<file path="config.mk">
export PLATFORM = sky130hd
export DESIGN_NAME = deq_ctrl
export DESIGN_NICKNAME = d
export VERILOG_FILES = /design/src/rtl/core/deq_pkg.sv /design/src/rtl/core/deq_ctrl.sv
export SDC_FILE = /design/constraint.sdc
export NUM_CORES = 1
export LEC_CHECK = 0
export BUFFER_PORTS_ARGS = -buffer_cell sky130_fd_sc_hd__buf_4
export CORE_AREA = 2 2 39 41
export CTS_CLUSTER_SIZE = 30
export DETAILED_ROUTE_END_ITERATION = 16
export DIE_AREA = 0 0 41 43
export GPL_ROUTABILITY_DRIVEN = 0
export REMOVE_ABC_BUFFERS = 1
export SLEW_MARGIN = 30
export SYNTH_ARGS = -nofsm -noshare
export SYNTH_HDL_FRONTEND = slang
export SYNTH_SLANG_ARGS = --single-unit
</file>
<file path="constraint.sdc">
create_clock -name i_clk -period 2.5 [get_ports i_clk]
set_input_delay 0 -clock i_clk [delete_from_list [all_inputs] [get_ports i_clk]]
set_output_delay 0 -clock i_clk [all_outputs]
set_load 0.01 [all_outputs]
</file>
<file path="src/rtl/core/deq_pkg.sv">
// package with types and constants for the double-ended queue
package deq_pkg;

    localparam int DEPTH_DEF      = 256;
    localparam int DATA_WIDTH_DEF = 32;
    localparam int FUNC_W         = 3;
    localparam int VALUE_W        = 32;
    localparam int INDEX_W        = 8;
    localparam int RDATA_W        = 32;
    localparam int STATUS_W       = 2;
    localparam int COUNT_W        = 9;

    typedef enum logic [FUNC_W-1:0] {
        F_PUSH_BACK  = 3'd0,
        F_PUSH_FRONT = 3'd1,
        F_POP_BACK   = 3'd2,
        F_POP_FRONT  = 3'd3,
        F_READ       = 3'd4,
        F_WRITE      = 3'd5,
        F_INSERT     = 3'd6,
        F_ERASE      = 3'd7
    } t_func;

    typedef enum logic [STATUS_W-1:0] {
        ST_OK    = 2'd0,
        ST_EMPTY = 2'd1,
        ST_FULL  = 2'd2
    } t_status;

    typedef enum logic [2:0] {
        S_IDLE,
        S_EXEC,
        S_SHIFT_RD,
        S_SHIFT_WR,
        S_RES
    } t_state;

    typedef enum logic [2:0] {
        OF_ZERO,
        OF_INDEX,
        OF_COUNT,
        OF_COUNT_M1,
        OF_LAST,
        OF_PTR,
        OF_PTR_M1,
        OF_PTR_P1
    } t_offs_sel;

    typedef struct packed {
        logic      load;
        logic      rd_en;
        logic      wr_en;
        logic      wr_from_mem;
        t_offs_sel offs;
        logic      ptr_init;
        logic      ptr_from_index;
        logic      ptr_inc;
        logic      ptr_dec;
        logic      commit;
    } t_cmd;

    typedef struct packed {
        t_func func;
        logic  fail;
        logic  shift_done;
        logic  out_free;
    } t_dp_status;

endpackage

</file>
<file path="src/rtl/core/deq_ctrl.sv">
// controller state machine sequencing each deque operation
module deq_ctrl (
    input  logic                i_clk,
    input  logic                i_rst_n,
    input  logic                i_in_valid,
    input  deq_pkg::t_dp_status i_status,
    output logic                o_in_stall,
    output deq_pkg::t_cmd       o_cmd
);

    deq_pkg::t_state r_state;
    deq_pkg::t_state n_state;

    always_ff @(posedge i_clk) begin
        if (!i_rst_n) begin
            r_state <= deq_pkg::S_IDLE;
        end else begin
            r_state <= n_state;
        end
    end

    // next state
    always_comb begin
        n_state = r_state;
        case (r_state)
            deq_pkg::S_IDLE: begin
                if (i_in_valid) begin
                    n_state = deq_pkg::S_EXEC;
                end
            end
            deq_pkg::S_EXEC: begin
                if (!i_status.fail &&
                    (i_status.func == deq_pkg::F_INSERT ||
                     i_status.func == deq_pkg::F_ERASE)) begin
                    n_state = deq_pkg::S_SHIFT_RD;
                end else begin
                    n_state = deq_pkg::S_RES;
                end
            end
            deq_pkg::S_SHIFT_RD: begin
                if (i_status.shift_done) begin
                    n_state = deq_pkg::S_RES;
                end else begin
                    n_state = deq_pkg::S_SHIFT_WR;
                end
            end
            deq_pkg::S_SHIFT_WR: begin
                n_state = deq_pkg::S_SHIFT_RD;
            end
            deq_pkg::S_RES: begin
                if (i_status.out_free) begin
                    n_state = deq_pkg::S_IDLE;
                end
            end
            default: begin
                n_state = deq_pkg::S_IDLE;
            end
        endcase
    end

    // outputs
    always_comb begin
        o_in_stall           = 1'b1;
        o_cmd.load           = 1'b0;
        o_cmd.rd_en          = 1'b0;
        o_cmd.wr_en          = 1'b0;
        o_cmd.wr_from_mem    = 1'b0;
        o_cmd.offs           = deq_pkg::OF_ZERO;
        o_cmd.ptr_init       = 1'b0;
        o_cmd.ptr_from_index = 1'b0;
        o_cmd.ptr_inc        = 1'b0;
        o_cmd.ptr_dec        = 1'b0;
        o_cmd.commit         = 1'b0;
        case (r_state)
            deq_pkg::S_IDLE: begin
                o_in_stall = 1'b0;
                o_cmd.load = i_in_valid;
            end
            deq_pkg::S_EXEC: begin
                if (!i_status.fail) begin
                    case (i_status.func)
                        deq_pkg::F_PUSH_BACK: begin
                            o_cmd.wr_en = 1'b1;
                            o_cmd.offs  = deq_pkg::OF_COUNT;
                        end
                        deq_pkg::F_PUSH_FRONT: begin
                            o_cmd.wr_en = 1'b1;
                            o_cmd.offs  = deq_pkg::OF_LAST;
                        end
                        deq_pkg::F_POP_BACK: begin
                            o_cmd.rd_en = 1'b1;
                            o_cmd.offs  = deq_pkg::OF_COUNT_M1;
                        end
                        deq_pkg::F_POP_FRONT: begin
                            o_cmd.rd_en = 1'b1;
                            o_cmd.offs  = deq_pkg::OF_ZERO;
                        end
                        deq_pkg::F_READ: begin
                            o_cmd.rd_en = 1'b1;
                            o_cmd.offs  = deq_pkg::OF_INDEX;
                        end
                        deq_pkg::F_WRITE: begin
                            o_cmd.wr_en = 1'b1;
                            o_cmd.offs  = deq_pkg::OF_INDEX;
                        end
                        deq_pkg::F_INSERT: begin
                            o_cmd.ptr_init = 1'b1;
                        end
                        deq_pkg::F_ERASE: begin
                            o_cmd.ptr_init       = 1'b1;
                            o_cmd.ptr_from_index = 1'b1;
                        end
                        default: begin
                            o_cmd.offs = deq_pkg::OF_ZERO;
                        end
                    endcase
                end
            end
            deq_pkg::S_SHIFT_RD: begin
                if (i_status.shift_done) begin
                    if (i_status.func == deq_pkg::F_INSERT) begin
                        o_cmd.wr_en = 1'b1;
                        o_cmd.offs  = deq_pkg::OF_INDEX;
                    end
                end else begin
                    o_cmd.rd_en = 1'b1;
                    if (i_status.func == deq_pkg::F_INSERT) begin
                        o_cmd.offs = deq_pkg::OF_PTR_M1;
                    end else begin
                        o_cmd.offs = deq_pkg::OF_PTR_P1;
                    end
                end
            end
            deq_pkg::S_SHIFT_WR: begin
                o_cmd.wr_en       = 1'b1;
                o_cmd.wr_from_mem = 1'b1;
                o_cmd.offs        = deq_pkg::OF_PTR;
                if (i_status.func == deq_pkg::F_INSERT) begin
                    o_cmd.ptr_dec = 1'b1;
                end else begin
                    o_cmd.ptr_inc = 1'b1;
                end
            end
            deq_pkg::S_RES: begin
                o_cmd.commit = i_status.out_free;
            end
            default: begin
                o_in_stall = 1'b1;
            end
        endcase
    end

endmodule

</file>
==> out/metrics.csv <==
metric,value,unit
period utilization,80.65,%
Fin Setup TNS,0,ns
Initial DRC Count,3,
Critical Path AT,2.02,ns
RSZ-0062 raised after global routing,false,
Post-CTS Setup Inserts,0,
area of the mapped netlist,322.8,µm²
CTS Hold Bufs,1,
clk_skew,0.0006781,ns
critical path launch point type,flop,
largest net degree at the start of global routing,12,
wire length on met1,397,µm
initial antenna violation count,0,
Final ANT Viol Nets,0,
Routed WL,854,µm
Synth Register Bits,3,
Die ar.,1763,µm²
max reg flops,3,
PwrDens,364.0,nW/µm²
CP cell instances,or4b_1 > or4b_1 > o21ai_0 > buf_4,
max-cap viol count,0,
fmax,0.4960,GHz
CP most frequent cell,or4b_1,
Via density,4.616,
Ys Warns,0,
Synth Instances,46,
Avg Inst Size Synth,7.018,µm²
Clock Path Buffers,2,
"Max FO, Critical Path",11,
Die W,41,µm
Crit-path slowest cell,or4b_1,
CTS Sinks,3,
"Area growth, synth to finish",63.57,%
uppermost layer routed,met3,
placed insts,81,
"slowest stage delay, CP",0.58,ns
Sw Pwr,0.00005287,W
Reg power frac,28.9,%
CTS Buf Count,3,
post_cts resized,0,
CTS H-tree lvls,1,
Leak,0.2650,nW
CTS tree,yes,
Netlist cell types,25,
met2 wire len,393,µm
"Req. time, crit path",2.50,ns
Fillers,148,
Worst-Margin Slew,0.2984,ns
clock share of power,43.8,%
first-pass GRT wire length,1317,µm
clk_lat worst skew,0.23,ns
critical path type,reg2out,
worst vdd ir,0.1588,mV
clock slew at reported path FFs,0.04,ns
"Core Util, Final",38.16,%
Port Buffers,21,
"Power, Total",0.0001922,W
Initial Utilization,23.33,%
DR WL/cell,9.930,µm
IO Pins,22,
row count,14,
Post-DP HPWL,656,µm
switching share of power,27.51,%
share of cells above drive strength 1,34.29,%
sequential area share after synthesis,18.60,%
Die Y,43,µm
TritonRoute pass-1 iters,4,
Layout Cells excl Fill,86,
core area,1384,µm²
root buf cell,clkbuf_4,
HP Class,in2reg,
DRC viols,0,
gr usage total,10.81,%
Comb power frac,27.4,%
nets@finish,81,
fin crit period,2.016,ns
Met3 Routed Length,63,µm
Final Hold Fails,0,
Final setup viols,0,
Top Registers,r_state x3,
Rel. slew slack,80.08,%
Biggest register,r_state,
Internal,0.0001393,W
Setup crit end kind,output port,
via count,397,
vias in the first global route,343,
max-slew violation count,0,
Overflow after GRT,0,
status,"complete, no violations",
Antenna diodes,0,
[path summary, 6_finish.rpt]
path               startpoint  slack (ns)  cells past startpoint    endpoint
setup / recovery   r_state[0]        0.48                      4    o_cmd[7]
hold / removal    i_status[2]        0.11                      3  r_state[2]
setup reg to reg   r_state[0]        1.02                      3  r_state[1]
hold reg to reg    r_state[2]        0.64                      2  r_state[2]
[layout make-up]
type | instances | area (µm²) | area share, %
timing repair buffer | 22 | 167.7 | 31.75
multi-input combinational | 37 | 239.0 | 45.26
inverter | 4 | 15.01 | 2.844
tap | 16 | 20.02 | 3.791
clock buffer | 4 | 26.28 | 4.976
sequential | 3 | 60.06 | 11.37
[per-stage QoR]
| stage | hold WS, ns | area [µm²] | setup slack [ns] |
|---|---|---|---|
| after floorplan | 0.05440 | 314.1 | 0.9208 |
| after global placement | 0.2245 | 491.7 | 0.7856 |
| after detailed placement | 0.2244 | 491.7 | 0.7572 |
| after CTS | 0.1124 | 528.0 | 0.4853 |
| after global routing | 0.1530 | 528.0 | 0.3534 |
| final | 0.1114 | 528.0 | 0.4839 |
[Yosys cell counts, drive strengths merged]
| cell type | count | area share, % |
|---|---|---|
| inv | 4 | 4.6 |
| or2b | 1 | 2.3 |
| nor3b | 1 | 2.3 |
| nor3 | 2 | 3.1 |
| o21ai | 3 | 4.6 |
| or4b | 2 | 6.2 |
| ha | 1 | 3.9 |
| nand2 | 1 | 1.2 |
| buf | 1 | 1.5 |
| mux2i | 2 | 6.2 |
| o32ai | 1 | 2.7 |
| nand3b | 1 | 2.3 |
| nor2b | 3 | 5.8 |
| nor4bb | 1 | 3.1 |
| clkbuf | 1 | 1.2 |
| or3 | 2 | 3.9 |
| o22ai | 1 | 1.9 |
| nor2 | 8 | 9.3 |
| dfxtp | 3 | 19 |
| a21boi | 1 | 2.3 |
| and3 | 1 | 1.9 |
| o31ai | 1 | 2.3 |
| and2 | 1 | 1.9 |
| a31oi | 1 | 1.9 |
| o21a | 2 | 4.6 |
[layer usage]
metal / GRT usage, % / up-vias
li1: - / 213
met1: 14.33 / 170
met2: 15.94 / 14
met3: 1.571 / 0
met4: 6.000 / 0
met5: 0 / -
[logic make-up (layout without fill, tap and decap cells)]
kind of cell	after synthesis	in the layout	synth area share [%]
muxes	2	2	6.202
adders and majority gates	1	1	3.875
AOI/OAI and AO/OA	10	10	20.54
DFF	3	3	18.61
buffers and inverters	6	30	7.360
and+or+nand+nor	24	24	43.42
[power groups by stage]
stage                     sequential (W)  clock [W]  combinational [W]
final                          0.0000555  0.0000841          0.0000526
after global routing           0.0000563  0.0000903          0.0000582
after CTS                      0.0000553  0.0000886          0.0000532
after detailed placement       0.0000559          0          0.0000516
after global placement         0.0000556          0          0.0000522
after floorplan                0.0000550          0          0.0000240
[layout by cell type, fill, tap and decap left out, types with 2 or more instances in the layout]
cell type	n
clkbuf_4	3
nor2_1	8
or3_1	2
inv_1	4
buf_4	21
o21a_1	2
mux2i_1	2
dfxtp_1	3
o21ai_0	3
nor3_1	2
nor2b_1	3
or4b_1	2
[worst max-delay path: cells and delay by family, from the launching register on]
kind	cells	cell delay, ns
AOI/OAI and AO/OA	1	0.09
DFF	1	0.48
buffers and inverters	1	0.14
and+or+nand+nor	2	1.07
No activity file was read; power rests on OpenSTA's default activity.
